### config.mk
export PLATFORM = sky130hd
export DESIGN_NAME = ring_allgather_control
export DESIGN_NICKNAME = d
export VERILOG_FILES = /design/src/design/rag_pkg.sv /design/src/design/rag_front.sv /design/src/design/rag_div.sv /design/src/design/rag_engine.sv /design/src/design/ring_allgather_control.sv
export SDC_FILE = /design/constraint.sdc
export NUM_CORES = 2
export LEC_CHECK = 0
export ABC_AREA = 1
export BUFFER_PORTS_ARGS = -buffer_cell sky130_fd_sc_hd__buf_2
export CAP_MARGIN = 20
export CORE_ASPECT_RATIO = 1.75
export CORE_MARGIN = 10
export CORE_UTILIZATION = 30
export CTS_BUF_LIST = sky130_fd_sc_hd__clkbuf_2
export CTS_CLUSTER_SIZE = 8
export DETAILED_ROUTE_END_ITERATION = 8
export GPL_ROUTABILITY_DRIVEN = 0
export PLACE_DENSITY = 0.42
export SLEW_MARGIN = 20
export SYNTH_ARGS = -nofsm -noshare
export SYNTH_HDL_FRONTEND = slang
export SYNTH_SLANG_ARGS = --single-unit
### constraint.sdc
create_clock -name aclk -period 17 [get_ports aclk]
set_input_delay 2.55 -clock aclk [delete_from_list [all_inputs] [get_ports aclk]]
set_output_delay 2.55 -clock aclk [all_outputs]
set_load 0.1 [all_outputs]
### src/design/rag_pkg.sv
// ---------------------------------------------------------------------------
// rag_pkg
// Shared types, codes and helpers of the ring allgather control engine.
// ---------------------------------------------------------------------------
`timescale 1ns / 1ps
`default_nettype none

package rag_pkg;

    typedef struct packed {
        logic [1:0]  mode;
        logic [31:0] msg_seq;
        logic [7:0]  origin_id;
        logic [5:0]  hop_number;
        logic        size_matches;
        logic [1:0]  context_index;
        logic [31:0] now_time;
    } in_item_t;

    typedef struct packed {
        logic [2:0]  kind;
        logic [2:0]  reason;
        logic [1:0]  ctx_slot;
        logic [31:0] out_seq;
        logic [5:0]  fwd_origin;
        logic [5:0]  fwd_hop;
        logic        last;
    } out_item_t;

    typedef enum logic [1:0] {
        OP_LOCAL = 2'd0,
        OP_MSG   = 2'd1,
        OP_SENT  = 2'd2,
        OP_TICK  = 2'd3
    } op_t;

    typedef struct packed {
        op_t      op;
        in_item_t item;
    } q_item_t;

    localparam logic [1:0] MODE_LOCAL = 2'd0;
    localparam logic [1:0] MODE_MSG   = 2'd1;
    localparam logic [1:0] MODE_SENT  = 2'd2;
    localparam logic [1:0] MODE_TICK  = 2'd3;

    localparam logic [2:0] KIND_REJECT   = 3'd0;
    localparam logic [2:0] KIND_FORWARD  = 3'd1;
    localparam logic [2:0] KIND_DELIVER  = 3'd2;
    localparam logic [2:0] KIND_COMPLETE = 3'd3;
    localparam logic [2:0] KIND_TIMEOUT  = 3'd4;

    localparam logic [2:0] RSN_NONE  = 3'd0;
    localparam logic [2:0] RSN_NOCTX = 3'd1;
    localparam logic [2:0] RSN_SIZE  = 3'd2;
    localparam logic [2:0] RSN_HOP   = 3'd3;
    localparam logic [2:0] RSN_RANGE = 3'd4;
    localparam logic [2:0] RSN_DUP   = 3'd5;

    localparam logic [1:0] PH_SYNC = 2'd0;
    localparam logic [1:0] PH_PROG = 2'd1;
    localparam logic [1:0] PH_FIN  = 2'd2;

    localparam logic [1:0] CFG_PEER_COUNT = 2'd0;
    localparam logic [1:0] CFG_OWN_ID     = 2'd1;
    localparam logic [1:0] CFG_TIMEOUT    = 2'd2;

    function automatic out_item_t mk_res(input logic [2:0] kind, input logic [2:0] reason,
                                         input logic [1:0] slot, input logic [31:0] seq,
                                         input logic [5:0] origin, input logic [5:0] hop);
        out_item_t r;
        r.kind       = kind;
        r.reason     = reason;
        r.ctx_slot   = slot;
        r.out_seq    = seq;
        r.fwd_origin = origin;
        r.fwd_hop    = hop;
        r.last       = 1'b0;
        return r;
    endfunction

endpackage

`default_nettype wire

### src/design/rag_front.sv
// ---------------------------------------------------------------------------
// rag_front
// Accepts event items, decodes the event class and queues them for the engine.
// ---------------------------------------------------------------------------
`timescale 1ns / 1ps
`default_nettype none

module rag_front
    import rag_pkg::*;
(
    input  wire logic     aclk,
    input  wire logic     aresetn,
    input  wire logic     s_valid,
    output logic          s_ready,
    input  wire in_item_t s_data,
    output logic          q_valid,
    output q_item_t       q_data,
    input  wire logic     q_pop
);

    q_item_t    fifo_mem [2];
    logic       wr_ptr_reg;
    logic       rd_ptr_reg;
    logic [1:0] count_reg;
    logic       push;
    op_t        op_dec;

    always_comb begin
        unique case (s_data.mode)
            MODE_LOCAL: op_dec = OP_LOCAL;
            MODE_MSG:   op_dec = OP_MSG;
            MODE_SENT:  op_dec = OP_SENT;
            MODE_TICK:  op_dec = OP_TICK;
            default:    op_dec = OP_TICK;
        endcase
    end

    assign s_ready = (count_reg != 2'd2);
    assign push    = s_valid && s_ready;
    assign q_valid = (count_reg != 2'd0);
    assign q_data  = fifo_mem[rd_ptr_reg];

    always_ff @(posedge aclk) begin
        if (push) begin
            fifo_mem[wr_ptr_reg] <= '{op: op_dec, item: s_data};
        end
    end

    always_ff @(posedge aclk) begin
        if (!aresetn) begin
            wr_ptr_reg <= 1'b0;
            rd_ptr_reg <= 1'b0;
            count_reg  <= 2'd0;
        end else begin
            if (push) wr_ptr_reg <= ~wr_ptr_reg;
            if (q_pop) rd_ptr_reg <= ~rd_ptr_reg;
            count_reg <= count_reg + {1'b0, push} - {1'b0, q_pop};
        end
    end

endmodule

`default_nettype wire

### src/design/rag_div.sv
// ---------------------------------------------------------------------------
// rag_div
// Bit-serial restoring remainder unit: 32-bit dividend by a 7-bit divisor.
// ---------------------------------------------------------------------------
`timescale 1ns / 1ps
`default_nettype none

module rag_div (
    input  wire logic        aclk,
    input  wire logic        aresetn,
    input  wire logic        start,
    input  wire logic [31:0] dividend,
    input  wire logic [6:0]  divisor,
    output logic             done,
    output logic [6:0]       rem
);

    logic [31:0] dvd_reg;
    logic [6:0]  dsr_reg;
    logic [6:0]  rem_reg;
    logic [4:0]  cnt_reg;
    logic        run_reg;
    logic        done_reg;
    logic [7:0]  trial;
    logic [7:0]  rem_next;

    assign trial    = {rem_reg, dvd_reg[31]};
    assign rem_next = (trial >= {1'b0, dsr_reg}) ? trial - {1'b0, dsr_reg} : trial;
    assign done     = done_reg;
    assign rem      = rem_reg;

    always_ff @(posedge aclk) begin
        if (start) begin
            dvd_reg <= dividend;
            dsr_reg <= divisor;
            rem_reg <= 7'd0;
        end else if (run_reg) begin
            dvd_reg <= {dvd_reg[30:0], 1'b0};
            rem_reg <= rem_next[6:0];
        end
    end

    always_ff @(posedge aclk) begin
        if (!aresetn) begin
            run_reg  <= 1'b0;
            done_reg <= 1'b0;
            cnt_reg  <= 5'd0;
        end else begin
            done_reg <= 1'b0;
            if (start) begin
                run_reg <= 1'b1;
                cnt_reg <= 5'd0;
            end else if (run_reg) begin
                cnt_reg <= cnt_reg + 5'd1;
                if (cnt_reg == 5'd31) begin
                    run_reg  <= 1'b0;
                    done_reg <= 1'b1;
                end
            end
        end
    end

endmodule

`default_nettype wire

### src/design/rag_engine.sv
// ---------------------------------------------------------------------------
// rag_engine
// Back end: context table, sequencer for events and phase advance, results.
// ---------------------------------------------------------------------------
`timescale 1ns / 1ps
`default_nettype none

module rag_engine
    import rag_pkg::*;
#(
    parameter int CONTEXTS  = 3,
    parameter int MAX_PEERS = 64
) (
    input  wire logic        aclk,
    input  wire logic        aresetn,
    input  wire logic        cfg_valid,
    input  wire logic [1:0]  cfg_index,
    input  wire logic [31:0] cfg_data,
    input  wire logic        q_valid,
    input  wire q_item_t     q_data,
    output logic             q_pop,
    output logic             m_valid,
    input  wire logic        m_ready,
    output out_item_t        m_data
);

    localparam int SLOT_W = (CONTEXTS > 1) ? $clog2(CONTEXTS) : 1;
    localparam int PIDX_W = $clog2(MAX_PEERS);

    typedef enum logic [7:0] {
        ST_IDLE  = 8'b0000_0001,
        ST_CALC  = 8'b0000_0010,
        ST_EXEC  = 8'b0000_0100,
        ST_DIV   = 8'b0000_1000,
        ST_CHECK = 8'b0001_0000,
        ST_ADV   = 8'b0010_0000,
        ST_TICK  = 8'b0100_0000,
        ST_FLUSH = 8'b1000_0000
    } state_t;

    // configuration
    logic [6:0]  peer_count_reg;
    logic [5:0]  own_id_reg;
    logic [31:0] limit_reg;
    logic [5:0]  own_eff_reg;
    logic        recalc_reg;

    // context table
    logic [CONTEXTS-1:0]  in_use_reg, in_use_next;
    logic [1:0]           phase_reg [CONTEXTS];
    logic [1:0]           phase_next [CONTEXTS];
    logic [CONTEXTS-1:0]  local_reg, local_next;
    logic [6:0]           prev_reg [CONTEXTS];
    logic [6:0]           prev_next [CONTEXTS];
    logic [6:0]           fwd_reg [CONTEXTS];
    logic [6:0]           fwd_next [CONTEXTS];
    logic [31:0]          seq_reg [CONTEXTS];
    logic [31:0]          seq_next [CONTEXTS];
    logic [MAX_PEERS-1:0] seen_reg [CONTEXTS];
    logic [MAX_PEERS-1:0] seen_next [CONTEXTS];
    logic [31:0]          coll_seq_reg, coll_seq_next;
    logic [31:0]          las_reg, las_next;
    logic                 armed_reg, armed_next;

    // sequencer
    state_t            state_reg, state_next;
    q_item_t           cur_reg, cur_next;
    logic [SLOT_W-1:0] slot_reg, slot_next;
    logic [SLOT_W-1:0] tick_reg, tick_next;
    logic [6:0]        chk_rem_reg, chk_rem_next;
    logic              recalc_clr;
    logic              item_start;

    // results
    logic [2:0] emit_cnt_reg;
    logic       pend_valid_reg;
    out_item_t  pend_reg;
    out_item_t  pend_last;
    logic       m_valid_reg;
    out_item_t  m_data_reg;
    logic       res_want;
    out_item_t  res_data;
    logic       emit_ok;
    logic       out_free;
    logic       go;
    logic       push_pend;
    logic       flush_push;

    // divider
    logic        div_start;
    logic [31:0] div_dvd;
    logic [6:0]  div_dsr;
    logic        div_done;
    logic [6:0]  div_rem;

    // scans
    logic [6:0]        p_eff;
    logic [6:0]        own_p1;
    logic [5:0]        next_peer;
    logic              loc_found, msg_found, spare_ok;
    logic [SLOT_W-1:0] loc_idx, msg_idx, spare_idx;
    logic [3:0]        fin_cnt;
    logic [31:0]       new_seq;
    logic [SLOT_W-1:0] s;
    logic              sent_ok;
    logic [6:0]        have;
    in_item_t          it;

    rag_div u_div (
        .aclk     (aclk),
        .aresetn  (aresetn),
        .start    (div_start),
        .dividend (div_dvd),
        .divisor  (div_dsr),
        .done     (div_done),
        .rem      (div_rem)
    );

    always_comb begin
        if (peer_count_reg == 7'd0) p_eff = 7'd1;
        else if (peer_count_reg > 7'(MAX_PEERS)) p_eff = 7'(MAX_PEERS);
        else p_eff = peer_count_reg;
    end

    assign own_p1    = {1'b0, own_eff_reg} + 7'd1;
    assign next_peer = (own_p1 == p_eff) ? 6'd0 : own_p1[5:0];
    assign it        = cur_reg.item;

    always_comb begin
        loc_found = 1'b0;
        loc_idx   = '0;
        msg_found = 1'b0;
        msg_idx   = '0;
        spare_ok  = 1'b0;
        spare_idx = '0;
        fin_cnt   = 4'd0;
        for (int i = 0; i < CONTEXTS; i++) begin
            if (in_use_reg[i]) begin
                if (phase_reg[i] == PH_FIN) begin
                    fin_cnt = fin_cnt + 4'd1;
                end else if (!loc_found && !local_reg[i]) begin
                    loc_found = 1'b1;
                    loc_idx   = SLOT_W'(i);
                end
                if (!msg_found && seq_reg[i] == it.msg_seq) begin
                    msg_found = 1'b1;
                    msg_idx   = SLOT_W'(i);
                end
            end else begin
                spare_ok  = 1'b1;
                spare_idx = SLOT_W'(i);
            end
        end
    end

    assign new_seq = coll_seq_reg + 32'(fin_cnt);
    assign sent_ok = (32'(it.context_index) < CONTEXTS);
    assign s       = slot_reg;
    assign have    = prev_reg[s] + {6'd0, local_reg[s]};

    // one step of the sequencer; taken only when go is high
    always_comb begin
        in_use_next   = in_use_reg;
        phase_next    = phase_reg;
        local_next    = local_reg;
        prev_next     = prev_reg;
        fwd_next      = fwd_reg;
        seq_next      = seq_reg;
        seen_next     = seen_reg;
        coll_seq_next = coll_seq_reg;
        las_next      = las_reg;
        armed_next    = armed_reg;
        state_next    = state_reg;
        cur_next      = cur_reg;
        slot_next     = slot_reg;
        tick_next     = tick_reg;
        chk_rem_next  = chk_rem_reg;
        recalc_clr    = 1'b0;
        item_start    = 1'b0;
        q_pop         = 1'b0;
        div_start     = 1'b0;
        div_dvd       = {26'd0, own_id_reg};
        div_dsr       = p_eff;
        res_want      = 1'b0;
        res_data      = mk_res(KIND_REJECT, RSN_NONE, 2'd0, 32'd0, 6'd0, 6'd0);

        unique case (state_reg)
            ST_IDLE: begin
                if (recalc_reg) begin
                    div_start  = 1'b1;
                    recalc_clr = 1'b1;
                    state_next = ST_CALC;
                end else if (q_valid) begin
                    q_pop      = 1'b1;
                    item_start = 1'b1;
                    cur_next   = q_data;
                    tick_next  = '0;
                    state_next = (q_data.op == OP_TICK) ? ST_TICK : ST_EXEC;
                end
            end
            ST_CALC: begin
                if (div_done) begin
                    state_next = ST_IDLE;
                end
            end
            ST_EXEC: begin
                unique case (cur_reg.op)
                    OP_LOCAL: begin
                        armed_next = 1'b1;
                        if (!loc_found && !spare_ok) begin
                            res_want   = 1'b1;
                            res_data   = mk_res(KIND_REJECT, RSN_NOCTX, 2'd0, coll_seq_reg,
                                                6'd0, 6'd0);
                            state_next = ST_FLUSH;
                        end else begin
                            if (loc_found) begin
                                slot_next = loc_idx;
                                if (own_eff_reg != next_peer) begin
                                    res_want = 1'b1;
                                    res_data = mk_res(KIND_FORWARD, RSN_NONE, 2'(loc_idx),
                                                      seq_reg[loc_idx], own_eff_reg, 6'd0);
                                end
                                local_next[loc_idx] = 1'b1;
                            end else begin
                                slot_next            = spare_idx;
                                in_use_next[spare_idx] = 1'b1;
                                seq_next[spare_idx]    = new_seq;
                                if (own_eff_reg != next_peer) begin
                                    res_want = 1'b1;
                                    res_data = mk_res(KIND_FORWARD, RSN_NONE, 2'(spare_idx),
                                                      new_seq, own_eff_reg, 6'd0);
                                end
                                local_next[spare_idx] = 1'b1;
                            end
                            las_next   = it.now_time;
                            state_next = ST_ADV;
                        end
                    end
                    OP_MSG: begin
                        if (!msg_found && !spare_ok) begin
                            res_want   = 1'b1;
                            res_data   = mk_res(KIND_REJECT, RSN_NOCTX, 2'd0, it.msg_seq,
                                                6'd0, 6'd0);
                            state_next = ST_FLUSH;
                        end else begin
                            slot_next = msg_found ? msg_idx : spare_idx;
                            if (!msg_found) begin
                                in_use_next[spare_idx] = 1'b1;
                                seq_next[spare_idx]    = it.msg_seq;
                            end
                            if (!it.size_matches) begin
                                res_want   = 1'b1;
                                res_data   = mk_res(KIND_REJECT, RSN_SIZE,
                                                    2'(msg_found ? msg_idx : spare_idx),
                                                    it.msg_seq, 6'd0, 6'd0);
                                state_next = ST_FLUSH;
                            end else begin
                                // (own + P - origin) wraps at 32 bits
                                div_start  = 1'b1;
                                div_dvd    = {26'd0, own_eff_reg} + {25'd0, p_eff}
                                             - {24'd0, it.origin_id};
                                state_next = ST_DIV;
                            end
                        end
                    end
                    OP_SENT: begin
                        if (sent_ok && in_use_reg[SLOT_W'(it.context_index)]
                            && seq_reg[SLOT_W'(it.context_index)] == it.msg_seq) begin
                            slot_next = SLOT_W'(it.context_index);
                            fwd_next[SLOT_W'(it.context_index)] =
                                fwd_reg[SLOT_W'(it.context_index)] + 7'd1;
                            state_next = ST_ADV;
                        end else begin
                            state_next = ST_FLUSH;
                        end
                    end
                    default: begin
                        state_next = ST_FLUSH;
                    end
                endcase
            end
            ST_DIV: begin
                if (div_done) begin
                    chk_rem_next = div_rem;
                    state_next   = ST_CHECK;
                end
            end
            ST_CHECK: begin
                // expected hop is remainder minus one; a zero remainder never matches
                if (chk_rem_reg == 7'd0 || (chk_rem_reg - 7'd1) != {1'b0, it.hop_number}) begin
                    res_want   = 1'b1;
                    res_data   = mk_res(KIND_REJECT, RSN_HOP, 2'(s), seq_reg[s], 6'd0, 6'd0);
                    state_next = ST_FLUSH;
                end else if (it.origin_id >= {1'b0, p_eff}) begin
                    res_want   = 1'b1;
                    res_data   = mk_res(KIND_REJECT, RSN_RANGE, 2'(s), seq_reg[s], 6'd0, 6'd0);
                    state_next = ST_FLUSH;
                end else if (seen_reg[s][it.origin_id[PIDX_W-1:0]]) begin
                    res_want   = 1'b1;
                    res_data   = mk_res(KIND_REJECT, RSN_DUP, 2'(s), seq_reg[s], 6'd0, 6'd0);
                    state_next = ST_FLUSH;
                end else begin
                    seen_next[s][it.origin_id[PIDX_W-1:0]] = 1'b1;
                    las_next     = it.now_time;
                    prev_next[s] = prev_reg[s] + 7'd1;
                    if (it.origin_id[5:0] != next_peer) begin
                        res_want = 1'b1;
                        res_data = mk_res(KIND_FORWARD, RSN_NONE, 2'(s), seq_reg[s],
                                          it.origin_id[5:0], it.hop_number + 6'd1);
                    end
                    state_next = ST_ADV;
                end
            end
            ST_ADV: begin
                state_next = ST_FLUSH;
                case (phase_reg[s])
                    PH_SYNC: begin
                        if (local_reg[s] || prev_reg[s] != 7'd0) begin
                            phase_next[s] = PH_PROG;
                            state_next    = ST_ADV;
                        end
                    end
                    PH_PROG: begin
                        if (have == p_eff) begin
                            phase_next[s] = PH_FIN;
                            if (armed_reg) begin
                                res_want   = 1'b1;
                                res_data   = mk_res(KIND_DELIVER, RSN_NONE, 2'(s), seq_reg[s],
                                                    6'd0, 6'd0);
                                armed_next = 1'b0;
                            end
                            state_next = ST_ADV;
                        end
                    end
                    PH_FIN: begin
                        if (fwd_reg[s] + 7'd1 == p_eff) begin
                            coll_seq_next  = coll_seq_reg + 32'd1;
                            res_want       = 1'b1;
                            res_data       = mk_res(KIND_COMPLETE, RSN_NONE, 2'(s), seq_reg[s],
                                                    6'd0, 6'd0);
                            in_use_next[s] = 1'b0;
                            phase_next[s]  = PH_SYNC;
                            local_next[s]  = 1'b0;
                            prev_next[s]   = 7'd0;
                            fwd_next[s]    = 7'd0;
                            seen_next[s]   = '0;
                            las_next       = it.now_time;
                            state_next     = ST_ADV;
                        end
                    end
                    default: ;
                endcase
            end
            ST_TICK: begin
                if (in_use_reg[tick_reg] && phase_reg[tick_reg] != PH_SYNC
                    && (it.now_time - las_reg) > limit_reg) begin
                    armed_next            = 1'b0;
                    res_want              = 1'b1;
                    res_data              = mk_res(KIND_TIMEOUT, RSN_NONE, 2'(tick_reg),
                                                   seq_reg[tick_reg], 6'd0, 6'd0);
                    in_use_next[tick_reg] = 1'b0;
                    phase_next[tick_reg]  = PH_SYNC;
                    local_next[tick_reg]  = 1'b0;
                    prev_next[tick_reg]   = 7'd0;
                    fwd_next[tick_reg]    = 7'd0;
                    seen_next[tick_reg]   = '0;
                    las_next              = it.now_time;
                end
                if (tick_reg == SLOT_W'(CONTEXTS - 1)) state_next = ST_FLUSH;
                else tick_next = tick_reg + SLOT_W'(1);
            end
            ST_FLUSH: begin
                if (!pend_valid_reg || out_free) state_next = ST_IDLE;
            end
            default: begin
                state_next = ST_IDLE;
            end
        endcase
    end

    // at most four results per item; the newest one is held back to mark last
    assign emit_ok    = res_want && (emit_cnt_reg < 3'd4);
    assign out_free   = !m_valid_reg || m_ready;
    assign go         = !(emit_ok && pend_valid_reg && !out_free);
    assign push_pend  = go && emit_ok && pend_valid_reg;
    assign flush_push = (state_reg == ST_FLUSH) && pend_valid_reg && out_free;

    always_comb begin
        pend_last      = pend_reg;
        pend_last.last = 1'b1;
    end

    assign m_valid = m_valid_reg;
    assign m_data  = m_data_reg;

    always_ff @(posedge aclk) begin
        if (go) begin
            cur_reg     <= cur_next;
            chk_rem_reg <= chk_rem_next;
        end
        if (go && emit_ok) pend_reg <= res_data;
        if (push_pend) begin
            m_data_reg <= pend_reg;
        end else if (flush_push) begin
            m_data_reg <= pend_last;
        end
        if (!aresetn) own_eff_reg <= 6'd0;
        else if (div_done && state_reg == ST_CALC) own_eff_reg <= div_rem[5:0];
    end

    always_ff @(posedge aclk) begin
        if (!aresetn) begin
            peer_count_reg <= 7'd1;
            own_id_reg     <= 6'd0;
            limit_reg      <= 32'd60;
            recalc_reg     <= 1'b0;
            state_reg      <= ST_IDLE;
            slot_reg       <= '0;
            tick_reg       <= '0;
            in_use_reg     <= '0;
            local_reg      <= '0;
            coll_seq_reg   <= 32'd0;
            las_reg        <= 32'd0;
            armed_reg      <= 1'b0;
            emit_cnt_reg   <= 3'd0;
            pend_valid_reg <= 1'b0;
            m_valid_reg    <= 1'b0;
            for (int i = 0; i < CONTEXTS; i++) begin
                phase_reg[i] <= PH_SYNC;
                prev_reg[i]  <= 7'd0;
                fwd_reg[i]   <= 7'd0;
                seq_reg[i]   <= 32'd0;
                seen_reg[i]  <= '0;
            end
        end else begin
            if (cfg_valid && (cfg_index == CFG_PEER_COUNT || cfg_index == CFG_OWN_ID)) begin
                recalc_reg <= 1'b1;
            end else if (recalc_clr && go) begin
                recalc_reg <= 1'b0;
            end
            if (cfg_valid) begin
                case (cfg_index)
                    CFG_PEER_COUNT: peer_count_reg <= cfg_data[6:0];
                    CFG_OWN_ID:     own_id_reg <= cfg_data[5:0];
                    CFG_TIMEOUT:    limit_reg <= cfg_data;
                    default: ;
                endcase
            end
            if (go) begin
                state_reg    <= state_next;
                slot_reg     <= slot_next;
                tick_reg     <= tick_next;
                in_use_reg   <= in_use_next;
                local_reg    <= local_next;
                coll_seq_reg <= coll_seq_next;
                las_reg      <= las_next;
                armed_reg    <= armed_next;
                phase_reg    <= phase_next;
                prev_reg     <= prev_next;
                fwd_reg      <= fwd_next;
                seq_reg      <= seq_next;
                seen_reg     <= seen_next;
            end
            if (item_start && go) emit_cnt_reg <= 3'd0;
            else if (go && emit_ok) emit_cnt_reg <= emit_cnt_reg + 3'd1;
            if (go && emit_ok) pend_valid_reg <= 1'b1;
            else if (flush_push) pend_valid_reg <= 1'b0;
            if (push_pend || flush_push) m_valid_reg <= 1'b1;
            else if (m_ready) m_valid_reg <= 1'b0;
        end
    end

endmodule

`default_nettype wire

### src/design/ring_allgather_control.sv
// ---------------------------------------------------------------------------
// ring_allgather_control
// Control engine of a ring allgather over a small pool of collective contexts.
// ---------------------------------------------------------------------------
// Usage:
//   s_*   event items (local contribution, neighbour message, send done, tick).
//   m_*   result items (reject, forward, deliver, complete, timeout drop);
//         every event that gives results marks its final one with last.
//   cfg_* register writes: 0 peer_count, 1 own_peer_id, 2 timeout_limit.
// Flow: a two-entry queue sits between intake and the engine. A neighbour
//   message that passes the size check also goes through the bit-serial
//   remainder unit, and a tick scans one context per cycle while the output
//   does not stall. One item is worked on at a time.
// A write to peer_count or own_peer_id starts a remainder pass for the
//   effective ring position; no event is started until it finishes.
// Reset (aresetn low, synchronous) frees all contexts and loads the register
//   defaults. When m_ready is low, one result waits in the output register and
//   one more in a holding stage; the engine then stalls while the queue still
//   takes up to two items.
// ---------------------------------------------------------------------------
`timescale 1ns / 1ps
`default_nettype none

module ring_allgather_control
    import rag_pkg::*;
#(
    parameter int CONTEXTS  = 3,
    parameter int MAX_PEERS = 64
) (
    input  wire logic        aclk,
    input  wire logic        aresetn,
    input  wire logic        s_valid,
    output logic             s_ready,
    input  wire in_item_t    s_data,
    output logic             m_valid,
    input  wire logic        m_ready,
    output out_item_t        m_data,
    input  wire logic        cfg_valid,
    output logic             cfg_ready,
    input  wire logic [1:0]  cfg_index,
    input  wire logic [31:0] cfg_data
);

    logic    q_valid;
    q_item_t q_data;
    logic    q_pop;

    assign cfg_ready = 1'b1;

    rag_front u_front (
        .aclk    (aclk),
        .aresetn (aresetn),
        .s_valid (s_valid),
        .s_ready (s_ready),
        .s_data  (s_data),
        .q_valid (q_valid),
        .q_data  (q_data),
        .q_pop   (q_pop)
    );

    rag_engine #(
        .CONTEXTS  (CONTEXTS),
        .MAX_PEERS (MAX_PEERS)
    ) u_engine (
        .aclk      (aclk),
        .aresetn   (aresetn),
        .cfg_valid (cfg_valid),
        .cfg_index (cfg_index),
        .cfg_data  (cfg_data),
        .q_valid   (q_valid),
        .q_data    (q_data),
        .q_pop     (q_pop),
        .m_valid   (m_valid),
        .m_ready   (m_ready),
        .m_data    (m_data)
    );

endmodule

`default_nettype wire

==> out/metrics.yaml <==
drive_gt1_frac: 0.115
path_common_cell: "nand2_1"
grtUsageTotal: 0.227
fillers: 17628
postSynthNetCount: 6735
wire_per_inst_um: 23.6
path_max_fanout: 84
largest_reg_flops: 192
yosysMostFrequentCell: "nand2_1"
swShare: 0.427
cts_hold_buf: 0
clk_path_buf_depth: 4
ios: 178
die_w_um: 326
cap_violations: 0
die_y_um: 556
power.density_nw_per_um2: 120
synth_xor_area_frac: 0.0297
fin_crit_ns: 8.25
rsz0062_at_grt: "false"
critPathSlowestCell: "nor4b_1"
grt_pass1_vias: 46575
stdcell_count: 9018
hp-class: "reg -> reg"
relSlewSlack: 0.197
postRouteAntennaNets: 0
layout.nets: 6897
worst_clock_skew_ns: 0.268
period_share: 0.485
worstMarginPinSlew_ns: 1.20
critical_path_class: "reg -> reg"
worstSkewPairLatency_ns: 1.64
start_kind: "flop"
netlist.area_leader.share: 0.244
area_growth_pct: 10.3
critPathCaptureType: "flop"
dp_cells: 8593
coreArea_um2: 163000
synthFlopType: "dfxtp_1"
clockPowerShare: 0.236
h-tree-depth: 4
yosysSeqAreaShare: 0.446
placementRows: 196
synth_top_area_cell: "edfxtp_1"
initial_core_util: 0.302
synthAdderAreaFrac: 0.0335
synth.cell_area_um2: 49200
synth_top_family_by_area: "simple AND/OR/NAND/NOR gates"
cp_data_arrival_time_ns: 9.58
finalSetupViolCount: 0
synth.area.mux_share: 0.0190
routed_wl_um: 213000
max_freq_ghz: 0.121
grt_max_degree: 98
ys_ff_latch: 895
dpl.hpwl_um: 145000
p_switching_w: 0.00278
synth-edff-count: 400
status: "completed"
cts_tree: "yes"
synth.area.top_cells: "edfxtp_1, dfxtp_1, nand2_1"
p_comb_frac: 0.347
synthCells: 6485
yosys_warnings: 0
drt-initial-drc-count: 3360
post_cts_resized: 0
synth-simple-area-share: 0.244
intPower_w: 0.00374
root_buffer: "clkbuf_2"
cts.sinks: 895
final_hold_viol_count: 0
synth_common_cells: "nand2_1, nor2_1, inv_1"
cts_setup_buffers: 0
die_area_um2: 181000
vias: 46534
critPathMaxStageDelay_ns: 0.81
synthArstFlopShare: 0
drv_slew: 0
synth.distinct_cells: 65
grt_overflow: 0
required_ns: 18.33
port_buffers: 176
final.setup.tns_ns: 0
vias_per_cell: 5.16
dr.pass1.iters: 8
grt_pass1_wl_um: 309000
clk_pin_slew_ns: 0.12
synth_area_per_cell_um2: 7.59
vdd_drop_max_mv: 0.0597
grt_antenna_before_repair: 22
synth-compound-area-share: 0.147
p_leak_nw: 21.4
drc: 0
numCtsBuffers: 230
p_seq_frac: 0.416
==> placed cells by master (no fill, tap or decap), types with 116 or more instances in the layout <==
master    Yosys  layout
a21oi_1     458     458
buf_2        70     175
clkbuf_2      1     347
dfxtp_1     495     493
edfxtp_1    400     400
ha_1        122     121
inv_1       638     637
nand2_1    1515    1510
nand3_1     318     318
nor2_1      908     896
o21ai_0     481     480
xor2_1      119     116
==> power by group through the flow <==
stage	logic, W	clock network, W	registers (W)
final	0.00226	0.00154	0.00271
after global routing	0.00249	0.00172	0.00273
after CTS	0.00226	0.00162	0.00271
after detailed placement	0.00225	0	0.00276
after global placement	0.00225	0	0.00276
after floorplan	0.00149	0	0.00267
==> cell type report <==
| class | instances | area (um2) | area share |
|---|---|---|---|
| antenna | 8 | 20.0 | 0.000369 |
| clock buffer | 347 | 1740 | 0.0320 |
| sequential | 895 | 21900 | 0.404 |
| timing repair buffer | 255 | 1480 | 0.0273 |
| clock inverter | 70 | 329 | 0.00606 |
| inverter | 656 | 2470 | 0.0456 |
| multi-input combinational | 4609 | 23600 | 0.434 |
| tap | 2178 | 2730 | 0.0502 |
==> stage by stage <==
step           worst slack [ns]  total power (W)  area [um2]   util  hold WS [ns]
6_report                   8.75          0.00651       54300  0.333         0.367
5_1_grt                    7.73          0.00693       54300  0.333         0.320
4_1_cts                    8.75          0.00659       54200  0.332         0.328
3_5_place_dp               8.96          0.00501       52100  0.320         0.405
3_3_place_gp               9.00          0.00500       52100  0.320         0.401
2_1_floorplan              9.47          0.00415       49200      -         0.400
==> worst paths after layout <==
path,to,depth (start not counted),from,slack (ns)
min,u_engine.m_data[44],0,u_engine.pend_last[44],0.37
min reg2reg,u_engine.m_data[44],0,u_engine.pend_last[44],0.37
max reg2reg,u_engine.prev_reg[16],34,u_engine.cur_reg[2],8.75
max,u_engine.prev_reg[16],34,u_engine.cur_reg[2],8.75
==> cells by family after synthesis <==
logic type / Yosys count
adders and majority gates: 128
and+or+nand+nor: 2953
xor gates and xnor gates: 165
buffers and inverters: 981
DFF: 895
other: 1
AOI/OAI and AO/OA: 1279
muxes: 83
==> critical path, delay by kind of cell (launching register included) <==
| family | cells | cell delay (ns) |
|---|---|---|
| fa+ha+maj | 2 | 0.67 |
| buf+inv | 5 | 2.00 |
| compound gates | 10 | 2.29 |
| simple gates | 17 | 2.50 |
| flops | 1 | 0.42 |
==> metal layers <==
| metal | part of all wire | GRT usage | routed length (um) | vias to the layer above |
|---|---|---|---|---|
| li1 | - | - | - | 22028 |
| met1 | 0.34 | 0.227 | 73300 | 21878 |
| met2 | 0.51 | 0.413 | 108000 | 1854 |
| met3 | 0.063 | 0.0460 | 13500 | 752 |
| met4 | 0.084 | 0.169 | 17800 | 22 |
| met5 | 0.00064 | 0 | 137 | - |
No activity file was read; power rests on OpenSTA's default activity.
